File: src/hw/rtl/box_filter_edge_clipped_mean_unit_macros.svh
// Assertion macros used by the box filter top level.
`ifndef BOX_FILTER_EDGE_CLIPPED_MEAN_UNIT_MACROS_SVH
`define BOX_FILTER_EDGE_CLIPPED_MEAN_UNIT_MACROS_SVH

// Same-cycle implication, checked on clk and disabled during reset.
`define BFM_ASSERT_SAME(lbl, ante, cons, msg) \
  lbl: assert property (@(posedge clk) disable iff (!rst_n) (ante) |-> (cons)) else $error(msg);

// Next-cycle implication, checked on clk and disabled during reset.
`define BFM_ASSERT_NEXT(lbl, ante, cons, msg) \
  lbl: assert property (@(posedge clk) disable iff (!rst_n) (ante) |=> (cons)) else $error(msg);

`endif

File: src/hw/rtl/bfm_pkg.sv
// Types and constants of the box filter mean unit.
package bfm_pkg;

  localparam int MAX_HEIGHT   = 4096;
  localparam int HEIGHT_W     = 13;
  localparam int ROW_W        = 12;
  localparam int WIDTH_REG_W  = 11;
  localparam int WIN_REG_W    = 3;
  localparam int CFG_DATA_W   = 13;
  localparam int CFG_ADDR_W   = 2;
  localparam int PIX_W        = 8;
  localparam int HALF_W       = 2;
  localparam int SPAN_W       = 3;
  localparam int SUM_W        = 14;
  localparam int CNT_W        = 6;
  localparam int STEP_W       = 3;

  localparam logic [CFG_ADDR_W-1:0] CFG_IMAGE_WIDTH  = 2'd0;
  localparam logic [CFG_ADDR_W-1:0] CFG_IMAGE_HEIGHT = 2'd1;
  localparam logic [CFG_ADDR_W-1:0] CFG_WINDOW_SIZE  = 2'd2;

  localparam logic [WIDTH_REG_W-1:0] WIDTH_RESET  = 11'd512;
  localparam logic [HEIGHT_W-1:0]    HEIGHT_RESET = 13'd512;
  localparam logic [WIN_REG_W-1:0]   WIN_RESET    = 3'd5;

  localparam logic REQ_PIXEL = 1'b0;
  localparam logic REQ_FLUSH = 1'b1;

  typedef struct packed {
    logic             req_type;
    logic [PIX_W-1:0] pixel_in;
  } in_item_t;

  typedef struct packed {
    logic [PIX_W-1:0] smoothed_pixel;
    logic             frame_last;
  } out_item_t;

  typedef enum logic [2:0] {
    ST_IDLE,
    ST_READ,
    ST_DRAIN,
    ST_START,
    ST_DIV,
    ST_OUT
  } bfm_state_t;

  typedef struct packed {
    logic             start;
    logic [SUM_W-1:0] sum;
    logic [CNT_W-1:0] cnt;
  } div_req_t;

  typedef struct packed {
    logic             done;
    logic [PIX_W-1:0] quot;
  } div_rsp_t;

endpackage

File: src/hw/rtl/bfm_div.sv
// Restoring divider giving an 8-bit quotient of the window sum by the pixel count.
module bfm_div (
  input  logic              clk,
  input  logic              rst_n,
  input  bfm_pkg::div_req_t req,
  output bfm_pkg::div_rsp_t rsp
);

  logic                              busy_r, busy_nxt;
  logic                              done_r, done_nxt;
  logic [bfm_pkg::STEP_W-1:0]        step_r, step_nxt;
  logic [bfm_pkg::SUM_W-1:0]         rem_r, rem_nxt;
  logic [bfm_pkg::SUM_W-1:0]         dvs_r, dvs_nxt;
  logic [bfm_pkg::PIX_W-1:0]         quot_r, quot_nxt;

  always_comb begin
    busy_nxt = busy_r;
    done_nxt = 1'b0;
    step_nxt = step_r;
    rem_nxt  = rem_r;
    dvs_nxt  = dvs_r;
    quot_nxt = quot_r;
    if (req.start) begin
      busy_nxt = 1'b1;
      step_nxt = '0;
      rem_nxt  = req.sum;
      dvs_nxt  = bfm_pkg::SUM_W'(req.cnt) << (bfm_pkg::PIX_W - 1);
      quot_nxt = '0;
    end else if (busy_r) begin
      if (rem_r >= dvs_r) begin
        rem_nxt  = rem_r - dvs_r;
        quot_nxt = {quot_r[bfm_pkg::PIX_W-2:0], 1'b1};
      end else begin
        quot_nxt = {quot_r[bfm_pkg::PIX_W-2:0], 1'b0};
      end
      dvs_nxt  = dvs_r >> 1;
      step_nxt = step_r + 1'b1;
      if (step_r == bfm_pkg::STEP_W'(bfm_pkg::PIX_W - 1)) begin
        busy_nxt = 1'b0;
        done_nxt = 1'b1;
      end
    end
  end

  always_ff @(posedge clk) begin
    if (!rst_n) begin
      busy_r <= 1'b0;
      done_r <= 1'b0;
      step_r <= '0;
    end else begin
      busy_r <= busy_nxt;
      done_r <= done_nxt;
      step_r <= step_nxt;
    end
  end

  always_ff @(posedge clk) begin
    rem_r  <= rem_nxt;
    dvs_r  <= dvs_nxt;
    quot_r <= quot_nxt;
  end

  assign rsp.done = done_r;
  assign rsp.quot = quot_r;

endmodule

File: config.mk
export PLATFORM = sky130hd
export DESIGN_NAME = bfm_div
export DESIGN_NICKNAME = d
export VERILOG_FILES = /design/src/hw/rtl/box_filter_edge_clipped_mean_unit_macros.svh /design/src/hw/rtl/bfm_pkg.sv /design/src/hw/rtl/bfm_div.sv
export SDC_FILE = /design/constraint.sdc
export NUM_CORES = 1
export LEC_CHECK = 0
export BUFFER_PORTS_ARGS = -buffer_cell sky130_fd_sc_hd__buf_2
export CAP_MARGIN = 40
export CORE_MARGIN = 8
export CORE_UTILIZATION = 40
export DETAILED_ROUTE_END_ITERATION = 6
export GPL_TIMING_DRIVEN = 0
export PLACE_DENSITY = 0.68
export SLEW_MARGIN = 25
export SYNTH_ARGS = -nofsm -noshare
export SYNTH_HDL_FRONTEND = slang
export SYNTH_SLANG_ARGS = --single-unit
File: constraint.sdc
create_clock -name clk -period 8.1 [get_ports clk]
set_input_delay 0.405 -clock clk [delete_from_list [all_inputs] [get_ports clk]]
set_output_delay 0.405 -clock clk [all_outputs]
set_load 0.05 [all_outputs]
==> results of run 1 <==
per-stage QoR:
step / hold slack (ns) / setup WS (ns) / cells / util / area (um2)
finish: 0.3679 / 5.158 / 361 / 0.4688 / 2710
global route: 0.3522 / 5.011 / 361 / 0.4688 / 2710
CTS: 0.3605 / 5.129 / 361 / 0.4688 / 2710
detailed placement: 0.4897 / 5.154 / 353 / 0.4500 / 2601
global placement: 0.4790 / 4.841 / 351 / 0.4474 / 2586
floorplan: 0.4646 / 5.433 / 245 / - / 2337
layout make-up:
| class | instances | share of cell area |
|---|---|---|
| multi-input combinational | 176 | 0.4506 |
| timing repair buffer | 33 | 0.06279 |
| buffer | 11 | 0.01754 |
| clock buffer | 6 | 0.03463 |
| inverter | 18 | 0.02493 |
| clock inverter | 2 | 0.005540 |
| tap | 75 | 0.03463 |
| sequential | 40 | 0.3693 |
synthesized netlist by cell type, types with 3 or more instances:
cell	instances	area, um2
sky130_fd_sc_hd__nor2_1	27	101.4
sky130_fd_sc_hd__nand2_1	24	90.09
sky130_fd_sc_hd__dfxtp_1	20	400.4
sky130_fd_sc_hd__edfxtp_1	20	600.6
sky130_fd_sc_hd__inv_1	18	67.56
sky130_fd_sc_hd__mux2i_1	17	170.2
sky130_fd_sc_hd__ha_1	15	187.7
sky130_fd_sc_hd__o21ai_0	11	55.05
sky130_fd_sc_hd__a21oi_1	9	45.04
sky130_fd_sc_hd__o31ai_1	8	60.06
sky130_fd_sc_hd__nand3_1	7	35.03
sky130_fd_sc_hd__clkbuf_1	5	18.77
sky130_fd_sc_hd__a31oi_1	4	25.02
sky130_fd_sc_hd__nand2b_1	4	25.02
sky130_fd_sc_hd__xnor2_1	4	35.03
sky130_fd_sc_hd__a21o_1	3	22.52
sky130_fd_sc_hd__buf_1	3	11.26
sky130_fd_sc_hd__nor3_1	3	15.01
sky130_fd_sc_hd__o211ai_1	3	22.52
sky130_fd_sc_hd__o21a_1	3	22.52
flip-flops by register name, indices dropped and copies added (netlist names):
signal and cells:
rem_r 14, quot_r 8, dvs_r 13, done_r 1, busy_r 1, step_r 3
critical path, cell delays in order, from the launching register on:
cell,delay [ns]
sky130_fd_sc_hd__edfxtp_1,0.34
sky130_fd_sc_hd__inv_1,0.04
sky130_fd_sc_hd__ha_1,0.21
sky130_fd_sc_hd__fa_1,0.40
sky130_fd_sc_hd__and2b_1,0.27
sky130_fd_sc_hd__o2111ai_4,0.16
sky130_fd_sc_hd__a311oi_4,0.42
sky130_fd_sc_hd__o211ai_1,0.14
sky130_fd_sc_hd__o211ai_1,0.39
sky130_fd_sc_hd__buf_4,0.28
cell usage in the layout, fill, tap and decap left out, types with 2 or more instances in the layout:
master,synthesis,routed
sky130_fd_sc_hd__buf_2,2,33
sky130_fd_sc_hd__nor2_1,27,27
sky130_fd_sc_hd__nand2_1,24,24
sky130_fd_sc_hd__dfxtp_1,20,20
sky130_fd_sc_hd__edfxtp_1,20,20
sky130_fd_sc_hd__inv_1,18,18
sky130_fd_sc_hd__mux2i_1,17,17
sky130_fd_sc_hd__ha_1,15,15
sky130_fd_sc_hd__o21ai_0,11,11
sky130_fd_sc_hd__a21oi_1,9,9
sky130_fd_sc_hd__o31ai_1,8,8
sky130_fd_sc_hd__nand3_1,7,7
sky130_fd_sc_hd__clkbuf_1,5,5
sky130_fd_sc_hd__clkbuf_8,0,5
sky130_fd_sc_hd__a31oi_1,4,4
sky130_fd_sc_hd__nand2b_1,4,4
sky130_fd_sc_hd__xnor2_1,4,4
sky130_fd_sc_hd__a21o_1,3,3
sky130_fd_sc_hd__o211ai_1,3,3
sky130_fd_sc_hd__o21a_1,3,3
sky130_fd_sc_hd__nor3_1,3,3
sky130_fd_sc_hd__buf_1,3,3
sky130_fd_sc_hd__buf_4,1,3
sky130_fd_sc_hd__or2_2,2,2
sky130_fd_sc_hd__or3_1,2,2
sky130_fd_sc_hd__and2_1,2,2
sky130_fd_sc_hd__a311oi_1,2,2
sky130_fd_sc_hd__a211oi_1,2,2
sky130_fd_sc_hd__nor3b_1,2,2
sky130_fd_sc_hd__and3_2,2,2
layer usage:
metal | global-route usage | up-vias | wire [um]
li1 | - | 965 | -
met1 | 0.1576 | 879 | 2445
met2 | 0.2122 | 44 | 2486
met3 | 0.02994 | 12 | 207
met4 | 0.05772 | 0 | 134
met5 | 0 | - | 0
logic make-up after synthesis:
family          after synthesis  share of synthesized area
mux                          17                    0.07280
compound gates               56                     0.1772
xor+xnor                      5                    0.01874
flops                        40                     0.4283
buf+inv                      29                    0.04925
fa+ha+maj                    16                    0.08887
simple gates                 82                     0.1649
path summary, 6_finish.rpt:
path	startpoint	end	cells past startpoint
setup / recovery	rem_r[0]$_DFFE_PP_	rem_r[12]$_DFFE_PP_	9
hold reg to reg	quot_r[7]$_SDFFE_PP0P_	quot_r[7]$_SDFFE_PP0P_	2
hold / removal	rst_n	busy_r$_SDFF_PN0_	2
setup reg to reg	rem_r[0]$_DFFE_PP_	rem_r[12]$_DFFE_PP_	9
report_power, final:
part	leakage, nW	total [mW]	switching (mW)	internal (mW)
combinational	0.700	0.226	0.135	0.0911
clock	0.0573	0.155	0.0740	0.0806
sequential	0.366	0.251	0.00886	0.242
total	1.12	0.632	0.218	0.414
==> results.txt, run 1 <==
----------------------------------------------------
[Logic synthesis]
  FF+latch count, synth ... 40
  Prevailing post-synth register cell ... sky130_fd_sc_hd__edfxtp_1
  Gate count after technology mapping ... about 250
  Number of nets in the synthesized netlist ... roughly 280
  Proportion of synthesized chip area in sequential cells ... 0.4283
  Cell variety after synth ... slightly below 50
  Async set-reset flop share out of synthesis ... 0
  Number of synthesized flops with an enable pin ... 20
  Total number of yosys warnings ... 0
  Synthesized area per cell ... about 9.5 um2
  Synth Cell Area ... roughly 2300 um2

[Setup path]
  Kind of end point of the critical path ... flip-flop
  Setup slack, reg-to-reg ... ~5.2 ns
  CP arrival ... 2.95 ns
  CP max FO ... 7
  Critical path data required time ... approximately 8 ns
  Category of the worst setup path launch point ... flip-flop
  Classification of the worst setup path ... reg2reg

[Drt]
  Total number of vias ... 1900
  Mean number of vias per cell ... between 5 and 6
  Number of DRC violations after detailed routing ... 0
  Number of iterations in the first detailed-routing pass ... 6
  Final WL ... ~5300 um
  Remaining number of nets flagged by the antenna check after routing ... 0
  Count of routing violations after the opening detailed-route iteration ... 163
  Routed len/inst ... ~15 um

[Pwr]
  Total design power ... 0.6317 mW
  Worst supply voltage drop on vdd ... ~0.12 mV
  Reported leakage power ... about 1.1 nW
  Power density of the placed cells ... ~230 nW/um2

[Clocking]
  Clock-pin slew of the registers on the worst-case setup and hold paths ... roughly 0.080 ns
  Count of hold-fix buffers inserted at cts ... 0
  CTS buffer count ... 5
  Number of buffers between clock root and the deepest sink ... 2
  Post_cts resized ... 0
  Setup Fix Bufs, Post-CTS ... 0
  Insertion delay to the later sink of the worst-skew pair ... between 0.2 and 0.3 ns
  Clock net sink count ... 40
  Clock H-tree levels ... 2
  Clock tree from TritonCTS ... built
  Root Driver ... sky130_fd_sc_hd__clkbuf_8

[Floorplan]
  Row count ... 28
  Starting Density ... 0.4043
  Number of primary I/O pins ... 32
  Die Height ... 92.44 um
  Horizontal die dimension ... about 90 um
  CORE AREA ... a little under 6000 um2
  Full die area ... between 8000 and 9000 um2

[Placement]
  Gpl congestion ... approximately 0.83
  Half-perimeter wire length after detailed placement ... between 4000 and 5000 um
  Number of buffer cells added on primary ports ... 31

[Worst hold path]
  Worst hold path type ... in2reg

[Layout]
  FILL cells ... a little under 600
  Number of nets in the final layout ... between 300 and 400
  Area delta synth->final ... 15.95%
  ANT cells ... 0
  Fraction of final layout cells sized beyond drive strength 1 ... 0.1853
  Footprint of the multi-input gates ... ~1200 um2
  Sequential Area ... between 1000 and 1500 um2

[Global routing]
  Tot GR Track Use ... 0.1291
  Number of global-route vias before repair ... between 1500 and 2000
  Global-route wire length before repair ... slightly below 9000 um
  Pin count of the biggest net entering global routing ... 15
  GRT overflow ... 0
  Initial antenna violation count ... 0

[Status]
  Outcome ... finished clean

[Timing]
  Worst-Margin Slew ... about 0.75 ns
  Total Negative Setup Slacks ... 0 ns
  Headroom to the max-slew limit ... 0.4949
  Tcrit/Tclk final ... 0.3632
  Unrepaired setup endpoints after global routing ... no
  Hold violation total from the final report ... 0
  Final Skew ... roughly 0.0043 ns
  Final number of max-transition violations ... 0
  Maximum clock frequency ... 339.9 MHz
  Setup-violating endpoint count in the final report ... 0
  Final Critical Period ... around 2.9 ns

[Flow run]
  Maxcap violations ... 0

----------------------------------------------------
(Power assumes the default switching activity.)
==> run 2: changes to the inputs <==
- ABC_AREA: unset -> 1
- clock period: 8.1 -> 2.9 ns (I/O delays scaled with it)
==> run 2 against run 1 <==
  * Wire length is 5.0% higher
  * Die area grew 2.9%
  * Via count grew 11%
  * Worst setup slack worse by 4.7 ns
  * Global-route usage grew 0.65 points
  * Sequential share of layout area shrank 0.57 points
  * Clock power increased by 150%
  * Critical path depth decreased by 1
  * Design area up 1.6%
  * Hold slack worse by 0.30 ns
  * Largest power group unchanged
  * Highest routed layer unchanged
==> results.txt, run 2 <==
----------------------------------------------------
[Layout]
  Register ranked first by flip-flop count ... rem_r
  Fraction of final layout cells sized beyond drive strength 1 ... 0.1621
  Footprint of the multi-input gates ... 1112 um2
  Most common library cell in the layout ignoring fill and taps ... sky130_fd_sc_hd__nand2_1
  Registers with the most flip-flops ... rem_r x14, dvs_r x13, quot_r x8
  Sequential Area ... 1001 um2
  Final standard cell count with taps included and fillers excluded ... approximately 440
  Most frequent cells in the layout ... 101 x sky130_fd_sc_hd__nand2_1, 64 x sky130_fd_sc_hd__inv_1, 32 x sky130_fd_sc_hd__buf_2, 21 x sky130_fd_sc_hd__nand3_1
  Area delta synth->final ... 13.81%
  Flip-flop count of the largest register after layout ... 14
  ANT cells ... 0
  FILL cells ... around 610
  Number of nets in the final layout ... ~400

[Timing]
  Setup-violating endpoint count in the final report ... 0
  Final Skew ... roughly 0.0072 ns
  Tcrit/Tclk final ... 0.8301
  Hold violation total from the final report ... 0
  Maximum clock frequency ... ~420 MHz
  Headroom to the max-slew limit ... 0.4719
  Least setup slack across all paths after layout ... just under 0.5 ns
  Total Negative Setup Slacks ... 0 ns
  Final number of max-transition violations ... 0
  Final Critical Period ... 2.407 ns
  Unrepaired setup endpoints after global routing ... no
  Hold slack final ... around 0.065 ns
  Worst-Margin Slew ... 0.7899 ns

[Floorplan]
  Die Height ... between 90 and 100 um
  CORE AREA ... around 5900 um2
  Horizontal die dimension ... ~94 um
  Starting Density ... 0.4109
  Number of primary I/O pins ... 32
  Full die area ... roughly 9000 um2
  Row count ... 28

[Setup path]
  CP top delay family ... simple AND/OR/NAND/NOR gates
  Most used cell along the critical path ... sky130_fd_sc_hd__nand3_1
  Slowest cell on the critical path ... sky130_fd_sc_hd__nand3_1
  Critical path data required time ... 2.83 ns
  Delay of the slowest cell on the worst path ... about 0.6 ns
  Kind of end point of the critical path ... flip-flop
  Buffering stage count on the worst path with inverters included ... 2
  Cells along the critical path ... inv_1 -> ha_1 -> fa_1 -> inv_1 -> nand3_1 -> nand3_1 -> nand2_1 -> nand3_1
  CP max FO ... 14
  Classification of the worst setup path ... reg2reg
  CP arrival ... approximately 2.3 ns
  Category of the worst setup path launch point ... flip-flop

[Status]
  Outcome ... finished clean

[Logic synthesis]
  Total number of yosys warnings ... 0
  Combinational family with the most area after synthesis ... simple AND/OR/NAND/NOR gates
  Top-area cell type share of the netlist area ... 0.2483
  Mux cell area share after synthesis ... 0
  FF+latch count, synth ... 40
  Cell variety after synth ... 31
  Adder-cell area share of the yosys netlist ... 0.08588
  Share of the synthesized area in compound gates (AO/OA/AOI/OAI) ... 0.09105
  Async set-reset flop share out of synthesis ... 0
  Cell taking the most area after synthesis ... sky130_fd_sc_hd__edfxtp_1
  Proportion of synthesized chip area in sequential cells ... 0.4139
  Xor and xnor fraction of the mapped netlist area ... 0.01086
  Synth Cell Area ... around 2400 um2
  Synth top cells by count ... 101 x sky130_fd_sc_hd__nand2_1, 64 x sky130_fd_sc_hd__inv_1, 21 x sky130_fd_sc_hd__nand3_1, 20 x sky130_fd_sc_hd__dfxtp_1, 20 x sky130_fd_sc_hd__edfxtp_1
  Synthesized area per cell ... about 7.4 um2
  Prevailing post-synth register cell ... sky130_fd_sc_hd__edfxtp_1
  Fraction of the mapped netlist area in simple logic gates ... 0.2721
  Number of nets in the synthesized netlist ... roughly 370
  Gate count after technology mapping ... 326
  Area contributors post-synth ... sky130_fd_sc_hd__edfxtp_1 25%, sky130_fd_sc_hd__dfxtp_1 17%, sky130_fd_sc_hd__nand2_1 16%, sky130_fd_sc_hd__inv_1 9.9%, sky130_fd_sc_hd__ha_1 7.8%
  Library cell with the highest instance count after synthesis ... sky130_fd_sc_hd__nand2_1
  Number of synthesized flops with an enable pin ... 20

[Placement]
  Number of buffer cells added on primary ports ... 30
  Placed Cells ... 431
  Half-perimeter wire length after detailed placement ... around 4200 um
  Gpl congestion ... approximately 0.87
  Pre-CTS setup slack ... ~0.48 ns

[Clocking]
  Clock net sink count ... 40
  Count of hold-fix buffers inserted at cts ... 0
  Clock tree from TritonCTS ... built
  Root Driver ... sky130_fd_sc_hd__clkbuf_8
  Number of buffers between clock root and the deepest sink ... 2
  Setup Fix Bufs, Post-CTS ... 0
  Insertion delay to the later sink of the worst-skew pair ... ~0.3 ns
  Clock-pin slew of the registers on the worst-case setup and hold paths ... 0.09 ns
  Clock H-tree levels ... 2
  CTS buffer count ... 5
  Post_cts resized ... 0

[Global routing]
  Initial antenna violation count ... 0
  Global-route wire length before repair ... about 9400 um
  Pin count of the biggest net entering global routing ... 16
  Tot GR Track Use ... 0.1356
  GRT overflow ... 0
  Number of global-route vias before repair ... between 2000 and 2500

[Drt]
  Remaining number of nets flagged by the antenna check after routing ... 0
  Mean number of vias per cell ... roughly 4.8
  Final WL ... 5539 um
  Count of routing violations after the opening detailed-route iteration ... 162
  Number of iterations in the first detailed-routing pass ... 4
  Total number of vias ... 2100
  Number of DRC violations after detailed routing ... 0
  Routed len/inst ... around 13 um

[Pwr]
  Worst supply voltage drop on vdd ... roughly 0.27 mV
  Reported leakage power ... between 1 and 1.5 nW
  Power density of the placed cells ... 608.2 nW/um2

[Flow run]
  Maxcap violations ... 0

[Worst hold path]
  Worst hold path type ... in2reg

----------------------------------------------------
run 2: changes by cell type after synthesis, moves of 5 or more:
| cell | delta |
|---|---|
| sky130_fd_sc_hd__nor2_1 | -15 |
| sky130_fd_sc_hd__o22ai_1 | +10 |
| sky130_fd_sc_hd__mux2i_1 | -17 |
| sky130_fd_sc_hd__nand3_1 | +14 |
| sky130_fd_sc_hd__nand2_1 | +77 |
| sky130_fd_sc_hd__o31ai_1 | -8 |
| sky130_fd_sc_hd__inv_1 | +46 |
| sky130_fd_sc_hd__o21ai_0 | +5 |
run 2: path summary, 6_finish.rpt:
path | startpoint | to | slack [ns] | cells after the start
setup / recovery | rem_r[0]$_DFFE_PP_ | rem_r[4]$_DFFE_PP_ | 0.49 | 8
hold / removal | rst_n | done_r$_SDFF_PP0_ | 0.07 | 3
setup reg to reg | rem_r[0]$_DFFE_PP_ | rem_r[4]$_DFFE_PP_ | 0.49 | 8
hold reg to reg | quot_r[7]$_SDFFE_PP0P_ | quot_r[7]$_SDFFE_PP0P_ | 0.47 | 2
run 2: report_power, final:
| group | total, mW | switching (mW) | internal [mW] |
|---|---|---|---|
| sequential | 0.688 | 0.0211 | 0.667 |
| combinational | 0.599 | 0.385 | 0.214 |
| clock | 0.387 | 0.215 | 0.172 |
| total | 1.67 | 0.622 | 1.05 |
run 2: layout make-up:
class	instances	area share
clock buffer	5	0.02500
tap	75	0.03409
buffer	8	0.02091
sequential	40	0.3636
timing repair buffer	30	0.05455
clock inverter	3	0.007727
multi-input combinational	212	0.4041
inverter	66	0.09000
run 2: kinds of logic (layout without fill, tap and decap cells):
kind of cell / count (synthesis) / in the layout
compound gates: 40 / 40
flops: 40 / 40
simple gates: 153 / 153
xor+xnor: 3 / 3
fa+ha+maj: 16 / 16
buf+inv: 74 / 112
run 2: worst min-delay path, stage by stage:
cell and delay, ns:
sky130_fd_sc_hd__buf_2 0.10, sky130_fd_sc_hd__nand2_1 0.05, sky130_fd_sc_hd__nor2_1 0.04
run 2: per-stage QoR:
step                area [um2]  power, mW    util
finish                    2753      1.674  0.4677
global route              2753      1.804  0.4677
CTS                       2753      1.688  0.4677
detailed placement        2663      1.299  0.4524
global placement          2663      1.285  0.4524
floorplan                 2419      1.166       -
run 2: per-layer routing:
| layer | track usage | vias to the layer above | share of wire |
|---|---|---|---|
| met4 | 0.05152 | 0 | 0.015 |
| met2 | 0.2170 | 46 | 0.46 |
| met3 | 0.02958 | 6 | 0.061 |
| li1 | - | 1107 | - |
| met5 | 0 | - | 0 |
| met1 | 0.1735 | 941 | 0.47 |
